--- src/hdl/pcsd_pkg.sv ---
package pcsd_pkg;

  localparam int PC_WIDTH = 32;

  typedef logic [31:0] word_t;
  typedef logic [7:0]  task_t;
  typedef logic [7:0]  byte_t;
  typedef logic [1:0]  cfg_idx_t;

  typedef enum logic [1:0] {
    CFG_ISA_ENABLE       = 2'd0,
    CFG_ISA_RANGE_LOW    = 2'd1,
    CFG_ISA_RANGE_HIGH   = 2'd2,
    CFG_ISA_TASK_SRC_VLD = 2'd3
  } cfg_reg_t;

  typedef enum logic [2:0] {
    ST_IDLE,
    ST_CLASSIFY,
    ST_DECIDE,
    ST_REP_MARK,
    ST_REP_VAR,
    ST_DIFF_VAR,
    ST_TID_VAR
  } state_t;

  localparam byte_t FINAL_MARK   = 8'h80;
  localparam word_t ISA_TID_BASE = 32'd100000;
  localparam word_t PC_MASK      = (PC_WIDTH >= 32) ? 32'hFFFF_FFFF :
                                   32'((64'd1 << PC_WIDTH) - 64'd1);

endpackage

--- src/hdl/pcsd_sample_if.sv ---
interface pcsd_sample_if;
  import pcsd_pkg::*;

  logic  valid;
  logic  ready;
  word_t pc;
  word_t thread_id;
  task_t isa_task;

  modport source (output valid, output pc, output thread_id, output isa_task, input ready);
  modport sink (input valid, input pc, input thread_id, input isa_task, output ready);
endinterface

--- src/hdl/pcsd_byte_if.sv ---
interface pcsd_byte_if;
  import pcsd_pkg::*;

  logic  valid;
  logic  ready;
  byte_t out_byte;
  logic  last_byte;

  modport source (output valid, output out_byte, output last_byte, input ready);
  modport sink (input valid, input out_byte, input last_byte, output ready);
endinterface

--- src/hdl/pc_sample_delta_compressor.sv ---
// Flow: a sample passes the classify and decide states, then its encoded bytes
// (1 to 16 bytes) go out; a repeated sample ends after the decide state.
// Throughput: samples are taken only in idle, one at a time; the shared 7-bit group
// shifter yields one byte a cycle, and the output register stalls it on backpressure.
// Reset (rst, synchronous, active high) clears the range registers, the PC/thread
// history, the repeat count, the sequencer and the output valid.
module pc_sample_delta_compressor (
  input  logic               clk,
  input  logic               rst,
  input  logic               cfg_write,
  input  pcsd_pkg::cfg_idx_t cfg_index,
  input  pcsd_pkg::word_t    cfg_data,
  pcsd_sample_if.sink        sample,
  pcsd_byte_if.source        stream
);
  import pcsd_pkg::*;

  logic   isa_enable;
  word_t  isa_range_low;
  word_t  isa_range_high;
  logic   isa_task_source_valid;

  state_t state, state_next;
  word_t  pc_q, os_tid_q, tid_q, diff_q;
  task_t  task_q;
  word_t  last_pc, last_thread, repeat_count;
  logic   thread_chg;
  word_t  work, work_next;

  logic   out_valid;
  byte_t  out_byte_q;
  logic   out_last_q;

  logic   accept, adv, in_range, chg_now, diff_zero;
  word_t  diff_mark, work_shr;
  logic   grp_final;
  byte_t  grp;
  logic   gen_valid, gen_last;
  byte_t  gen_byte;

  assign accept       = sample.valid && sample.ready;
  assign sample.ready = (state == ST_IDLE);
  assign adv          = !out_valid || stream.ready;

  assign stream.valid     = out_valid;
  assign stream.out_byte  = out_byte_q;
  assign stream.last_byte = out_last_q;

  assign in_range  = isa_enable && (pc_q > isa_range_low) && (pc_q < isa_range_high);
  assign chg_now   = (tid_q != last_thread);
  assign diff_mark = diff_q | {31'b0, chg_now};
  assign diff_zero = (diff_mark == 32'd0);

  // shared group unit: 7-bit group, final test and shift
  always_comb begin
    if (state == ST_DIFF_VAR) begin
      work_shr  = word_t'($signed(work) >>> 7);
      grp_final = (&work[31:6]) || !(|work[31:6]);
    end else begin
      work_shr  = work >> 7;
      grp_final = !(|work[31:7]);
    end
    grp = {grp_final, work[6:0]};
  end

  always_comb begin
    state_next = state;
    unique case (state)
      ST_IDLE:     if (accept) state_next = ST_CLASSIFY;
      ST_CLASSIFY: state_next = ST_DECIDE;
      ST_DECIDE: begin
        if (diff_zero)                  state_next = ST_IDLE;
        else if (repeat_count != 32'd0) state_next = ST_REP_MARK;
        else                            state_next = ST_DIFF_VAR;
      end
      ST_REP_MARK: if (adv) state_next = ST_REP_VAR;
      ST_REP_VAR:  if (adv && grp_final) state_next = ST_DIFF_VAR;
      ST_DIFF_VAR: if (adv && grp_final) state_next = thread_chg ? ST_TID_VAR : ST_IDLE;
      ST_TID_VAR:  if (adv && grp_final) state_next = ST_IDLE;
      default:     state_next = ST_IDLE;
    endcase
  end

  always_comb begin
    gen_valid = 1'b0;
    gen_byte  = grp;
    gen_last  = 1'b0;
    work_next = work;
    unique case (state)
      ST_IDLE, ST_CLASSIFY: ;
      ST_DECIDE: work_next = diff_mark;
      ST_REP_MARK: begin
        gen_valid = 1'b1;
        gen_byte  = FINAL_MARK;
        if (adv) work_next = repeat_count;
      end
      ST_REP_VAR: begin
        gen_valid = 1'b1;
        if (adv) work_next = grp_final ? diff_q : work_shr;
      end
      ST_DIFF_VAR: begin
        gen_valid = 1'b1;
        gen_last  = grp_final && !thread_chg;
        if (adv) work_next = grp_final ? tid_q : work_shr;
      end
      ST_TID_VAR: begin
        gen_valid = 1'b1;
        gen_last  = grp_final;
        if (adv) work_next = work_shr;
      end
      default: ;
    endcase
  end

  always_ff @(posedge clk) begin
    if (rst) begin
      isa_enable            <= 1'b0;
      isa_range_low         <= '0;
      isa_range_high        <= '0;
      isa_task_source_valid <= 1'b0;
    end else if (cfg_write) begin
      unique case (cfg_reg_t'(cfg_index))
        CFG_ISA_ENABLE:       isa_enable            <= cfg_data[0];
        CFG_ISA_RANGE_LOW:    isa_range_low         <= cfg_data;
        CFG_ISA_RANGE_HIGH:   isa_range_high        <= cfg_data;
        CFG_ISA_TASK_SRC_VLD: isa_task_source_valid <= cfg_data[0];
        default: ;
      endcase
    end
  end

  always_ff @(posedge clk) begin
    if (rst) begin
      state        <= ST_IDLE;
      last_pc      <= '0;
      last_thread  <= '0;
      repeat_count <= '0;
      out_valid    <= 1'b0;
    end else begin
      state <= state_next;
      if (state == ST_CLASSIFY) last_pc <= pc_q;
      if (state == ST_DECIDE) begin
        if (chg_now) last_thread <= tid_q;
        if (diff_zero) repeat_count <= repeat_count + 32'd1;
      end
      if (state == ST_REP_MARK && adv) repeat_count <= '0;
      if (adv) out_valid <= gen_valid;
    end
  end

  always_ff @(posedge clk) begin
    if (accept) begin
      pc_q     <= sample.pc & PC_MASK & ~32'd1;
      os_tid_q <= sample.thread_id;
      task_q   <= sample.isa_task;
    end
    if (state == ST_CLASSIFY) begin
      diff_q <= pc_q - last_pc;
      if (in_range)
        tid_q <= isa_task_source_valid ? ISA_TID_BASE + 32'(task_q) : ISA_TID_BASE;
      else
        tid_q <= os_tid_q;
    end
    if (state == ST_DECIDE) begin
      diff_q     <= diff_mark;
      thread_chg <= chg_now;
    end
    work <= work_next;
    if (adv) begin
      out_byte_q <= gen_byte;
      out_last_q <= gen_last;
    end
  end

  a_accept_classify: assert property (@(posedge clk) disable iff (rst)
    accept |=> (state == ST_CLASSIFY))
    else $error("accepted sample not classified");

  a_repeat_cleared: assert property (@(posedge clk) disable iff (rst)
    (state == ST_REP_MARK && adv) |=> (repeat_count == 32'd0))
    else $error("repeat count not cleared after marker");

  a_repeat_silent: assert property (@(posedge clk) disable iff (rst)
    (state == ST_DECIDE && diff_zero) |=> (state == ST_IDLE && !gen_valid))
    else $error("repeated sample produced output");

  a_last_ends: assert property (@(posedge clk) disable iff (rst)
    (gen_valid && gen_last && adv) |=> (state == ST_IDLE))
    else $error("final byte did not end the sample");

endmodule

--- src/flat_wrapper.sv ---
// flat-port wrapper written by rule: the top's interface ports become plain ports
module pc_sample_delta_compressor_flat import pcsd_pkg::*;
  (clk, rst, cfg_write, cfg_index, cfg_data, sample_valid, sample_pc, sample_thread_id, sample_isa_task, sample_ready, stream_valid, stream_out_byte, stream_last_byte, stream_ready);
  pcsd_sample_if sample_i ();
  pcsd_byte_if stream_i ();
  input  logic clk;
  input  logic rst;
  input  logic cfg_write;
  input  pcsd_pkg::cfg_idx_t cfg_index;
  input  pcsd_pkg::word_t cfg_data;
  input wire logic [$bits(sample_i.valid)-1:0] sample_valid;
  input wire logic [$bits(sample_i.pc)-1:0] sample_pc;
  input wire logic [$bits(sample_i.thread_id)-1:0] sample_thread_id;
  input wire logic [$bits(sample_i.isa_task)-1:0] sample_isa_task;
  output wire logic [$bits(sample_i.ready)-1:0] sample_ready;
  output wire logic [$bits(stream_i.valid)-1:0] stream_valid;
  output wire logic [$bits(stream_i.out_byte)-1:0] stream_out_byte;
  output wire logic [$bits(stream_i.last_byte)-1:0] stream_last_byte;
  input wire logic [$bits(stream_i.ready)-1:0] stream_ready;
  assign sample_i.valid = sample_valid;
  assign sample_i.pc = sample_pc;
  assign sample_i.thread_id = sample_thread_id;
  assign sample_i.isa_task = sample_isa_task;
  assign sample_ready = sample_i.ready;
  assign stream_valid = stream_i.valid;
  assign stream_out_byte = stream_i.out_byte;
  assign stream_last_byte = stream_i.last_byte;
  assign stream_i.ready = stream_ready;
  pc_sample_delta_compressor u_core (.clk(clk), .rst(rst), .cfg_write(cfg_write), .cfg_index(cfg_index), .cfg_data(cfg_data), .sample(sample_i), .stream(stream_i));
endmodule
--- config.mk ---
export PLATFORM = sky130hd
export DESIGN_NAME = pc_sample_delta_compressor_flat
export DESIGN_NICKNAME = d
export VERILOG_FILES = /design/src/hdl/pcsd_pkg.sv /design/src/hdl/pcsd_sample_if.sv /design/src/hdl/pcsd_byte_if.sv /design/src/hdl/pc_sample_delta_compressor.sv /design/src/flat_wrapper.sv
export SDC_FILE = /design/constraint.sdc
export NUM_CORES = 1
export LEC_CHECK = 0
export BUFFER_PORTS_ARGS = -buffer_cell sky130_fd_sc_hd__buf_2
export CORE_MARGIN = 1.5
export CORE_UTILIZATION = 66
export DETAILED_ROUTE_END_ITERATION = 10
export PLACE_DENSITY = 0.82
export SLEW_MARGIN = 10
export SYNTH_ARGS = -nofsm -noshare
export SYNTH_HDL_FRONTEND = slang
export SYNTH_SLANG_ARGS = --single-unit
--- constraint.sdc ---
create_clock -name clk -period 7.6 [get_ports clk]
set_input_delay 1.14 -clock clk [delete_from_list [all_inputs] [get_ports clk]]
set_output_delay 1.14 -clock clk [all_outputs]
set_load 0.005 [all_outputs]
==> out/metrics.yaml <==
status:
  status: "completed"
placement:
  port-buffer-count: 120
  gp_congestion: 0.954
  post-dp-hpwl_mm: 31.5
sta:
  hold_viol_final: 0
  fin_setup_tns_ns: 0
  finalHoldWorstSlack_ns: 0.453
  setup-violations-final: 0
  maxSlewHeadroom_pct: 19.2
  tightest_slew_ns: 1.21
  drv_slew: 0
  min_period_ns: 3.73
  min_period_over_period_pct: 49.0
  finalClockSkew_ns: 0.0190
  rsz0062_at_grt: "false"
  fmaxAchievable_mhz: 268
routing:
  wl_mm: 44.5
  ant_nets: 0
  routed_via_density: 6.13
  drc: 0
  first_pass_iters: 5
  vias: 14252
  drt-wirelength-per-cell_um: 19.1
  drt_iter0_drc: 1485
floorplan:
  core_um2: 26100
  design.die.area_um2: 27600
  initial_core_util_pct: 67.4
  die_h_um: 166
  rows: 59
  io_pins: 122
  die_width_um: 166
clocking:
  cts_root_buf: "clkbuf_16"
  cts.clk_slew.worst_paths_ns: 0.06
  post_cts_buffers: 0
  cts_resized: 0
  htreeDepth: 2
  cts-buffers-inserted: 36
  cts_hold_buf: 0
  cts_tree: "built"
  clock-sinks: 342
  clk_latency_ns: 0.53
  clock_tree.buffer_depth: 3
global_route:
  grt_max_degree: 98
  track_usage_pct: 31.8
  grt_pass1_vias: 13598
  grt_pass1_wl_mm: 70.0
  antenna_found_initial: 0
  grt_overflow: 0
worst_hold_path:
  min_path_type: "reg -> reg"
  worstHoldStart: "u_core.last_pc[7]"
  min_path_cells: 2
  whs_endpoint: "u_core.last_pc[7]"
logic_synthesis:
  synth_top_family_by_area: "simple AND/OR/NAND/NOR gates"
  muxShareOfSynthArea_pct: 4.15
  syn_inst: 1874
  ys.flop_type: "edfxtp_1"
  synth_xor_area_share_pct: 4.09
  synth_fa_ha_area_share_pct: 6.89
  synthArstFlopShare_pct: 0
  synth.avg_cell_area_um2: 9.37
  synth_cell_types: 64
  yosys_warnings: 0
  synth_area_um2: 17600
  ys_ff_latch: 342
  synth_edf_count: 177
  synth_nets: 2081
  synthSimpleGateAreaFrac_pct: 16.6
  synth_compound_area_share_pct: 14.3
  seq_area_frac_synth_pct: 49.1
final_layout:
  antennaDiodeCount: 0
  drive_gt1_share_pct: 10.8
  fillers: 1855
  fin_nets: 2170
  seqCellArea_um2: 8620
  multiInputGateArea_um2: 8120
  syn2layout_area_growth_pct: 11.8
setup_path:
  cp-start-kind: "flip-flop"
  required_ns: 7.94
  r2r_setup_slack_ns: 3.87
  r2r_start: "u_core.state[2]"
  cp_cell_sequence: "clkinv_1, nor3_2, buf_4, nand2_1, o2bb2ai_2, buf_4, nand2_1, o221ai_1, a22oi_1"
  cp-end-kind: "flip-flop"
  crit_fanout: 26
  critical-path-top-delay-family: "buffers and inverters"
  cp_slowest_stage_delay_ns: 0.68
  r2r-end: "u_core.work[4]"
  crit_type: "reg -> reg"
  slowest_stage: "clkinv_1"
  cp.arrival_ns: 4.06
  worstRegToRegCells: 9
  crit_buf_inv: 3
run:
  maxCapViolCount: 0
power_and_ir_drop:
  p_leak_nw: 7.34
  powerDensity_nw_per_um2: 381
  irDropWorstVdd_mv: 0.333
==> synthesized netlist by cell type, types with 7 or more instances <==
cell type	count	share of area (%)
inv_1	132	2.8
a211oi_1	8	0.34
nor4_1	20	0.71
and4_1	7	0.35
a31oi_1	15	0.53
nand3_1	24	0.68
and3_1	12	0.43
buf_1	8	0.17
mux2i_1	66	3.8
a21o_1	24	1.0
nor2_1	143	3.1
nand2_1	275	5.9
a21oi_1	204	5.8
a311o_1	7	0.40
o21ai_0	79	2.3
ha_1	95	6.8
o21a_1	7	0.30
nand2b_1	15	0.53
and2_1	29	1.0
o22ai_1	17	0.61
nor3_1	23	0.66
o221ai_1	15	0.75
nand4_1	47	1.7
a22oi_1	17	0.73
dfxtp_1	165	19
xor2_1	34	1.7
clkbuf_1	76	1.6
nor2b_1	14	0.50
edfxtp_1	177	30
xnor2_1	48	2.4
==> layer usage <==
layer | share of wire [%] | track usage (%)
met5 | 0 | 0
met4 | 5.4 | 17.1
met3 | 7.0 | 4.89
met2 | 47 | 52.8
met1 | 40 | 40.1
==> cell usage in the layout, fill, tap and decap left out, drive strengths merged, types with 3 or more instances in the layout <==
| cell | n |
|---|---|
| dfxtp | 165 |
| and3 | 12 |
| o21ai | 81 |
| nand2 | 275 |
| edfxtp | 177 |
| nand3 | 24 |
| mux2 | 6 |
| a21o | 24 |
| a211oi | 8 |
| a311o | 7 |
| o22ai | 17 |
| buf | 141 |
| nand4 | 47 |
| o211ai | 6 |
| a21oi | 204 |
| o21a | 7 |
| nor3 | 23 |
| a22oi | 17 |
| clkinv | 5 |
| nor2b | 14 |
| nand2b | 15 |
| clkbuf | 61 |
| a221oi | 3 |
| and2 | 30 |
| or2 | 4 |
| and4 | 7 |
| nor4 | 22 |
| ha | 95 |
| o221ai | 15 |
| xnor2 | 48 |
| inv | 133 |
| nand3b | 4 |
| mux2i | 66 |
| a31oi | 15 |
| o22a | 6 |
| nor2 | 143 |
| xor2 | 34 |
==> layout make-up <==
| type | instances | share of cell area, % |
|---|---|---|
| sequential | 342 | 43.9 |
| multi-input combinational | 1308 | 41.4 |
| clock buffer | 61 | 5.83 |
| timing repair buffer | 141 | 3.88 |
| inverter | 134 | 2.56 |
| tap | 335 | 2.14 |
| clock inverter | 5 | 0.331 |
==> power breakdown <==
group          leakage [nW]  internal (W)  switching, W
registers              3.01       0.00267      0.000452
logic                  3.74       0.00101       0.00158
clock network         0.590       0.00106      0.000711
total                  7.34       0.00474       0.00274
==> sequential cells by signal, summed over array words and instances (netlist names) <==
| name | flops |
|---|---|
| u_core.work | 32 |
| u_core.stream.last_byte | 1 |
| u_core.last_pc | 31 |
| u_core.task_q | 8 |
| u_core.state | 3 |
| u_core.stream.valid | 1 |
| u_core.os_tid_q | 32 |
| u_core.pc_q | 31 |
| u_core.last_thread | 32 |
| u_core.isa_range_low | 32 |
| u_core.isa_task_source_valid | 1 |
| u_core.diff_q | 32 |
| u_core.tid_q | 32 |
| u_core.isa_enable | 1 |
| u_core.repeat_count | 32 |
| u_core.stream.out_byte | 8 |
| u_core.isa_range_high | 32 |
| u_core.thread_chg | 1 |
==> worst max path at each step <==
stage                         start                end  slack, ns  depth (start not counted)
floorplan              stream_ready     u_core.work[0]       4.00                          4
global placement    u_core.state[2]    u_core.work[30]       4.03                          9
detailed placement  u_core.state[2]    u_core.work[25]       4.04                          9
CTS                 u_core.state[2]    u_core.work[29]       4.04                          9
global route         u_core.pc_q[5]  u_core.diff_q[26]       3.75                          9
finish              u_core.state[2]     u_core.work[4]       3.87                          9
==> through the flow <==
stage | setup slack (ns) | util [%] | instance area (um^2) | std cells | total power, W
floorplan | 4.00 | - | 17600 | 1874 | 0.00487
global placement | 4.03 | 70.7 | 18400 | 2260 | 0.00559
detailed placement | 4.04 | 70.7 | 18400 | 2260 | 0.00567
CTS | 4.04 | 75.3 | 19600 | 2326 | 0.00745
global route | 3.75 | 75.3 | 19600 | 2326 | 0.00790
finish | 3.87 | 75.3 | 19600 | 2326 | 0.00748
==> tightest hold or removal path: cells and delay by family, from the launching register on <==
| kind | cells | cell delay [ns] |
|---|---|---|
| simple gates | 1 | 0.05 |
| compound gates | 1 | 0.05 |
| flops | 1 | 0.30 |
==> cells by family after synthesis <==
kind of cell / Yosys count
simple gates: 632
compound gates: 426
flops: 342
buf+inv: 224
fa+ha+maj: 96
xor+xnor: 82
mux: 72
Note: power is estimated with default switching activity, not from simulation.
